<file path="src/hw/rtl/skse_pkg.sv">
// ----------------------------------------------------------------------------
// Sorted key set engine package
// Sizes, beat layouts, command codes and the cell control bundle.
// ----------------------------------------------------------------------------
package skse_pkg;

    localparam int CAPACITY = 32;
    localparam int KEY_BITS = 64;

    localparam int KEY_W = 64;
    localparam int CMD_W = 2;
    localparam int CNT_W = 6;
    localparam int IDX_W = $clog2(CAPACITY);

    localparam logic [CMD_W-1:0] CMD_INSERT = 2'd0;
    localparam logic [CMD_W-1:0] CMD_REMOVE = 2'd1;
    localparam logic [CMD_W-1:0] CMD_FIND   = 2'd2;
    localparam logic [CMD_W-1:0] CMD_DUMP   = 2'd3;

    localparam logic [1:0] CELL_HOLD = 2'd0;
    localparam logic [1:0] CELL_INS  = 2'd1;
    localparam logic [1:0] CELL_REM  = 2'd2;
    localparam logic [1:0] CELL_ROT  = 2'd3;

    localparam int OUT_PRESENT = 0;
    localparam int OUT_KEY_LSB = 1;
    localparam int OUT_POS_LSB = OUT_KEY_LSB + KEY_W;
    localparam int OUT_TOT_LSB = OUT_POS_LSB + CNT_W;
    localparam int OUT_REFUSED = OUT_TOT_LSB + CNT_W;
    localparam int OUT_BITS    = OUT_REFUSED + 1;
    localparam int OUT_TDATA_W = ((OUT_BITS + 7) / 8) * 8;

    typedef struct packed {
        logic [1:0]       op;
        logic [CNT_W-1:0] idx;
        logic [CNT_W-1:0] count;
    } skse_ctrl_t;

endpackage

</file>
<file path="src/hw/rtl/skse_cell.sv">
// ----------------------------------------------------------------------------
// Sorted key set cell
// Holds one key, compares it with the probe key and takes a neighbor's key
// when the chain shifts up, shifts down or rotates.
// ----------------------------------------------------------------------------
module skse_cell (
    input  logic                           clk,
    input  logic [skse_pkg::IDX_W-1:0]     cell_pos,
    input  skse_pkg::skse_ctrl_t           ctrl,
    input  logic [skse_pkg::KEY_BITS-1:0]  probe_key,
    input  logic [skse_pkg::KEY_BITS-1:0]  prev_key,
    input  logic [skse_pkg::KEY_BITS-1:0]  next_key,
    input  logic [skse_pkg::KEY_BITS-1:0]  wrap_key,
    output logic [skse_pkg::KEY_BITS-1:0]  key,
    output logic                           lt,
    output logic                           eq
);
    import skse_pkg::*;

    logic [KEY_BITS-1:0] key_reg;
    logic [KEY_BITS-1:0] key_next;
    logic [CNT_W-1:0]    pos_ext;
    logic                occ;

    assign pos_ext = CNT_W'(cell_pos);
    assign occ     = pos_ext < ctrl.count;
    assign lt      = occ && (key_reg < probe_key);
    assign eq      = occ && (key_reg == probe_key);
    assign key     = key_reg;

    always_comb
    begin
        key_next = key_reg;
        case (ctrl.op)
            CELL_INS:
            begin
                if (pos_ext > ctrl.idx)
                begin
                    key_next = prev_key;
                end
                else if (pos_ext == ctrl.idx)
                begin
                    key_next = probe_key;
                end
            end
            CELL_REM:
            begin
                if (pos_ext >= ctrl.idx)
                begin
                    key_next = next_key;
                end
            end
            CELL_ROT:
            begin
                if (pos_ext == ctrl.count - CNT_W'(1))
                begin
                    key_next = wrap_key;
                end
                else
                begin
                    key_next = next_key;
                end
            end
            default:
            begin
                key_next = key_reg;
            end
        endcase
    end

    always_ff @(posedge clk)
    begin
        key_reg <= key_next;
    end

endmodule

</file>
<file path="config.mk">
export PLATFORM = sky130hd
export DESIGN_NAME = skse_cell
export DESIGN_NICKNAME = d
export VERILOG_FILES = /design/src/hw/rtl/skse_pkg.sv /design/src/hw/rtl/skse_cell.sv
export SDC_FILE = /design/constraint.sdc
export NUM_CORES = 1
export LEC_CHECK = 0
export CAP_MARGIN = 0
export CORE_AREA = 2 2 131 133
export DETAILED_ROUTE_END_ITERATION = 10
export DIE_AREA = 0 0 133 135
export DONT_BUFFER_PORTS = 1
export PLACE_DENSITY = 0.5
export SETUP_SLACK_MARGIN = 0.15
export SLEW_MARGIN = 25
export SYNTH_ARGS = -nofsm -noshare
export SYNTH_HDL_FRONTEND = slang
export SYNTH_SLANG_ARGS = --single-unit
</file>
<file path="constraint.sdc">
create_clock -name clk -period 8 [get_ports clk]
set_clock_uncertainty 0.1 [all_clocks]
set_input_delay 1.6 -clock clk [delete_from_list [all_inputs] [get_ports clk]]
set_output_delay 1.6 -clock clk [all_outputs]
set_load 0.005 [all_outputs]
</file>
* Word-level counts from Yosys, hierarchy flattened *
Index checks and enable logic that the tools add are counted.

storage, ports and cells
  input port bits = 276
  output and inout bits = 66
  register bits = 64
  word-level logic and storage cells = 23

operators by class
  equality and inequality tests = 8
  reduce and logical (&&, ||, !) cells = 4
  $lt $le $gt $ge = 4
  add/sub/neg operators = 1
  muxes and demuxes = 5

operators with widths
  operator             count
  $mux 64              4
  $pmux 64 s3          1
  $eq 64x64->1         1
  $lt 64x64->1         1
  $eq 5x6->1           2
  $ge 5x6->1           1
  $gt 5x6->1           1
  $lt 5x6->1           1
  $sub 6x1->6 const B  1
  $eq 2x2->1 const B   2
  $ne 3x3->1 const B   1
  $reduce_and 3->1     1
  $reduce_bool 3->1    1
  $eq 2x1->1 const B   1
  $logic_and 1x1->1    2
  $ne 2x2->1 const B   1

* Logic depth before layout (Yosys ltp) *
Gate-level depths: netlist of the first run.

  word-level depth = 4
  mapped depth = 10
  depth with buffers taken out = 8

* Worst setup path after synthesis of the first run *
OpenSTA, ideal clock, no wires.

  path kind = input -> output
  from = input probe_key[62] (netlist name)
  to = output eq
  path buffers = 0
  data arrival time = 3348 ps
  slack = 2952 ps
  stages = 7
  data required time = 6300 ps
  cells stage by stage = inv_1 -> ha_1 -> nand4_4 -> nor4_4 -> nand3_2 -> or4_4 -> nor4_2

on the way
  cells in the longest elaborated chain, start to end = 2

RTL lines
  element             line             RTL
  start: declaration  skse_cell.sv:10  input logic [skse_pkg::KEY_BITS-1:0] probe_key,
  $eq 64x64->1        skse_cell.sv:28  assign eq = occ && (key_reg == probe_key);
  $logic_and 1x1->1   skse_cell.sv:28
  end: declaration    skse_cell.sv:16  output logic eq

Every way passes these cells.

* Worst setup path after layout of the first run *
Same ends and word-level chain as after synthesis.

==> results of run 1 <==
## cell families (layout without fill, tap and decap cells)
kind of cell / Yosys count / after routing
adders and majority gates: 76 / 76
muxes: 64 / 64
xor gates and xnor gates: 6 / 6
and+or+nand+nor: 129 / 129
buffers and inverters: 111 / 94
DFF: 64 / 64
AOI/OAI and AO/OA: 186 / 186
## worst max-delay path, delay by kind of cell
| kind | cells | cell delay [ns] |
|---|---|---|
| AND/OR/NAND/NOR | 5 | 1.75 |
| buffers and inverters | 1 | 0.05 |
| adder cells (fa/ha/maj) | 1 | 0.36 |
## worst max path at each step
stage | to | slack (ns) | cells after the start
after floorplan | eq | 2.95 | 7
after global placement | lt | 2.44 | 8
after detailed placement | lt | 2.44 | 8
after CTS | lt | 2.43 | 8
after global routing | lt | 2.33 | 8
final | eq | 2.53 | 7
## final cells by class
cell class              instances  area share (%)
clock buffers                  10            3.66
clock inverters                 5           0.779
inverters                      76            4.56
multi-input cells             461            55.5
flip-flops and latches         64            30.7
well taps                     220            4.40
repair buffers                  3           0.420
## cells in the final DEF, fill, tap and decap left out, drive strengths merged, types with 2 or more instances in the layout
| cell | n |
|---|---|
| nor2 | 71 |
| ha | 75 |
| nor2b | 3 |
| nor4 | 3 |
| edfxtp | 64 |
| xor2 | 3 |
| a21oi | 89 |
| xnor2 | 3 |
| nor3 | 4 |
| o21ai | 8 |
| inv | 76 |
| nand2 | 16 |
| mux2i | 64 |
| clkbuf | 10 |
| nand3 | 11 |
| a21o | 5 |
| buf | 3 |
| a221oi | 2 |
| nand4 | 12 |
| a211oi | 69 |
| or4 | 2 |
| clkinv | 4 |
| a21boi | 3 |
## per-layer routing
metal  routed length [µm]  part of all wire [%]  vias up  global-route usage (%)
met2                 9000                    50      247                    34.3
met3                 1690                   9.5       32                    6.79
met1                 6640                    37     2143                    20.6
met5                    9                 0.050        -                       0
met4                  510                   2.9        2                    8.54
li1                     -                     -     2312                       -
## power groups by stage
stage                     Sequential (mW)  Clock, mW  Combinational, mW
after global placement              0.488          0              0.252
after floorplan                     0.466          0              0.208
after global routing                0.487      0.409              0.299
after detailed placement            0.489          0              0.258
after CTS                           0.482      0.397              0.260
final                               0.481      0.383              0.255
==> impl_metrics.toml, run 1 <==
[outcome]
status = "complete, no violations"

[finish]
largest_reg_flops = 64
stdcell_count = 839
final_cell_area_mm2 = 0.00626
regArea_mm2 = 0.00192
synthToLayoutAreaGrowth_pct = 7.20
utilization_pct = 38.2
fill_cells = 1645
diodes = 0
final_nets = 966
multi_input_area_mm2 = 0.00347
drive_gt1_share_pct = 4.04

[power_and_ir_drop]
power.internal_uw = 774
finalPower_mw = 1.12
swShare_pct = 30.8
clkPwrFrac_pct = 34.2
p_per_area_mw_per_mm2 = 179
p_sw_uw = 345
leakagePower_nw = 2.42
ir_worst_vdd_mv = 0.106
seqPwrFrac_pct = 43.0
power_frac_comb_pct = 22.8

[logic_synthesis]
ys_types = 47
synth_top_family_by_area = "compound AO/OA/AOI/OAI gates"
synth_most_common_cell = "a21oi_1"
ys_top_cells_by_area = "edfxtp_1 (33%), ha_1 (16%), mux2i_1 (11%)"
netlist.area_leader.share_pct = 32.9
synthesis.area_mm2 = 0.00584
synthArstFlopShare_pct = 0
synth_xor_area_share_pct = 0.900
synthSimpleGateAreaFrac_pct = 10.9
yosys_most_used_dff = "edfxtp_1"
synth_fa_ha_area_share_pct = 16.2
ys_ff_latch = 64
synthTopCellsByCount = "a21oi_1 (89), inv_1 (76), ha_1 (75)"
syn_nets = 987
ys_seq_area_share_pct = 32.9
synth_mux_area_share_pct = 11.0
syn_inst = 636
synth_edf_count = 64
yosysWarningCount = 0
synth.avg_cell_area_um2 = 9.18
yosysTopAreaCell = "edfxtp_1"
synth_compound_area_share_pct = 20.0

[timing]
period_share_pct = 68.4
max_clock_freq_ghz = 0.183
worst_slew_pin_slew_ns = 0.913
fin_ws_ns = 2.53
max_slew_margin_pct = 39.1
rsz0062_at_grt = "false"
report.final.slew_viol_count = 0
hold_ws_ns = 1.38
post-route-min-period_ns = 5.47
hold_viol_final = 0
finalSetupTns_ns = 0
report.final.setup_viol = 0

[clock_tree]
root_buffer = "clkbuf_16"
cts_hold_buf = 0
cts_tree = "built"
cts_buffers = 9
cts_setup_buffers = 0
path_clk_slew_ns = 0.05
cts.sinks = 64
clockBufferDepth = 2
cts_resized = 0
cts.htree.levels = 3

[global_routing]
grt_pass1_vias = 4845
grt_first_pass_wirelength_um = 26400
grt_antenna_before_repair = 1
grt_start_max_net_pins = 130
grt_overflow = 0
track_usage_pct = 19.2

[critical_path]
startpoint_type = "input port"
crit_start = "probe_key[62]"
critical_path_class = "input port to primary output"
cp-end-kind = "primary output"
cp_max_fo = 4
critPathSlowestCell = "or4_4"
worstPathRequired_ns = 6.30
max_stage_delay_ns = 0.59
path_cells = "inv_1, ha_1, nand4_4, nor4_4, nand3_2, or4_4, nor4_2"
critical_path_arrival_ns = 3.77

[floorplan]
coreArea_mm2 = 0.0164
ios = 342
start_util_pct = 35.6
dieWidth_um = 133
die_y_um = 135
rows = 47
dieArea_mm2 = 0.0180

[detailed_routing]
vias_per_cell = 5.64
drc = 0
ant_nets = 0
totalWireLength_um = 17800
drt_pass1_iterations = 4
first_iter_violations = 158
wl_per_cell_um = 21.3
num_vias = 4736

[worst_hold_path]
worstHoldStart = "ctrl[13]"
worstHoldPathCells = 1
holdCritPathClass = "input port to flip-flop"
hold_end = "key[54]"

[placed_design]
placed_area_mm2 = 0.00598
place.gp.congestion = 0.854
dp_slack_ns = 2.44
hpwl_um = 14300
placed_cells = 824
port_buffers = 0

[flow_run]
cap_violations = 0
Note: power is estimated with default switching activity, not from simulation.
==> run 2: changes to the inputs <==
CORE_AREA = 2 2 133 135   (was 2 2 131 133)
DIE_AREA = 0 0 135 137   (was 0 0 133 135)
PLACE_DENSITY = 0.51   (was 0.5)
clock period = 4.8 ns   (was 8 ns; I/O delays follow)
==> run 2 against run 1 <==
Cell area is 0.24% higher; setup slack lost 1.9 ns; combinational power is 68% higher.
==> impl_metrics.toml, run 2 (same netlist as run 1, synthesis figures left out) <==
[global_routing]
grt_first_pass_wirelength_um = 26200
track_usage_pct = 18.8
grt_start_max_net_pins = 130
grt_antenna_before_repair = 1
grt_pass1_vias = 4723
grt_overflow = 0

[timing]
max_clock_freq_ghz = 0.239
report.final.setup_viol = 0
report.final.slew_viol_count = 0
period_share_pct = 87.3
worst_slew_pin_slew_ns = 0.938
finalSetupTns_ns = 0
rsz0062_at_grt = "false"
max_slew_margin_pct = 37.5
post-route-min-period_ns = 4.19
hold_viol_final = 0

[power_and_ir_drop]
power_frac_comb_pct = 23.0
power.internal_mw = 1.29
clkPwrFrac_pct = 34.2
seqPwrFrac_pct = 42.8
p_per_area_mw_per_mm2 = 297
ir_worst_vdd_mv = 0.151
p_sw_uw = 574
leakagePower_nw = 2.43
swShare_pct = 30.8

[finish]
largest_reg_flops = 64
final_nets = 966
final_common_cell = "a21oi_1"
diodes = 0
multi_input_area_mm2 = 0.00347
utilization_pct = 36.8
synthToLayoutAreaGrowth_pct = 7.46
regArea_mm2 = 0.00192
final_cell_mix = "a21oi_1 (89), inv_1 (76), ha_1 (75)"
fill_cells = 1730
final_cell_area_mm2 = 0.00628
drive_gt1_share_pct = 4.04

[placed_design]
place.gp.congestion = 0.853
hpwl_um = 14400
port_buffers = 0
placed_area_mm2 = 0.00600

[detailed_routing]
totalWireLength_um = 18100
vias_per_cell = 5.55
first_iter_violations = 219
num_vias = 4688
wl_per_cell_um = 21.4
drc = 0
ant_nets = 0
drt_pass1_iterations = 4

[worst_hold_path]
worstHoldPathCells = 1
holdCritPathClass = "input port to flip-flop"

[clock_tree]
root_buffer = "clkbuf_16"
cts_resized = 0
cts_buffers = 9
path_clk_slew_ns = 0.06
cts.sinks = 64
cts.htree.levels = 3
cts_setup_buffers = 0
cts_tree = "built"
cts_hold_buf = 0
clockBufferDepth = 2

[floorplan]
die_y_um = 137
start_util_pct = 34.2
dieArea_mm2 = 0.0185
ios = 342
coreArea_mm2 = 0.0171
dieWidth_um = 135
rows = 48

[critical_path]
crit_start = "probe_key[57]"
cp-end-kind = "primary output"
critical_path_arrival_ns = 3.13
critical_path_class = "input port to primary output"
worstPathRequired_ns = 3.74
cp_max_fo = 3
crit_end = "lt"
startpoint_type = "input port"

[flow_run]
cap_violations = 0

[outcome]
status = "complete, no violations"
## run 2: changes by cell type in the layout (fill, tap and decap cells not counted)
cell    change
buf_12      +1
buf_6       -1
## run 2: cell type report
type / count / area share, %
clock inverters: 5 / 0.778
repair buffers: 3 / 0.558
flip-flops and latches: 64 / 30.6
well taps: 225 / 4.49
clock buffers: 10 / 3.65
multi-input cells: 461 / 55.4
inverters: 76 / 4.55
## run 2: power by group through the flow
stage	Sequential (mW)	Combinational (mW)	Clock [mW]
6_report	0.799	0.428	0.638
3_3_place_gp	0.814	0.421	0
5_1_grt	0.809	0.494	0.685
2_1_floorplan	0.777	0.346	0
4_1_cts	0.803	0.438	0.661
3_5_place_dp	0.814	0.435	0
## run 2: worst max-delay path, stage by stage
cell,delay [ns]
inv_1,0.04
ha_1,0.30
nand4_1,0.24
nor4_4,0.40
nand3_2,0.16
or4_4,0.57
a21oi_1,0.31
nor4_1,0.16
## run 2: metal layers
layer,GRT usage (%),part of all wire (%),vias up
met3,6.48,8.5,14
li1,-,-,2308
met5,0,0.088,-
met2,33.9,51,226
met4,5.44,1.2,2
met1,20.9,39,2138
## run 2: metrics by stage
stage | cells | total power [mW] | worst slack [ns] | hold WS [ns]
after floorplan | 636 | 1.12 | 0.954 | 1.11
after global placement | 829 | 1.23 | 0.608 | 1.08
after detailed placement | 829 | 1.25 | 0.554 | 1.08
after CTS | 844 | 1.90 | 0.552 | 0.715
after global routing | 844 | 1.99 | 0.430 | 0.718
final | 844 | 1.87 | 0.610 | 0.736
## run 2: worst min path at each step
stage                     endpoint    startpoint  slack (ns)
after floorplan            key[46]  prev_key[46]        1.11
after global placement     key[57]      ctrl[13]        1.08
after detailed placement   key[57]      ctrl[13]        1.08
after CTS                  key[57]      ctrl[13]        0.71
after global routing       key[58]      ctrl[13]        0.72
final                      key[57]      ctrl[13]        0.74
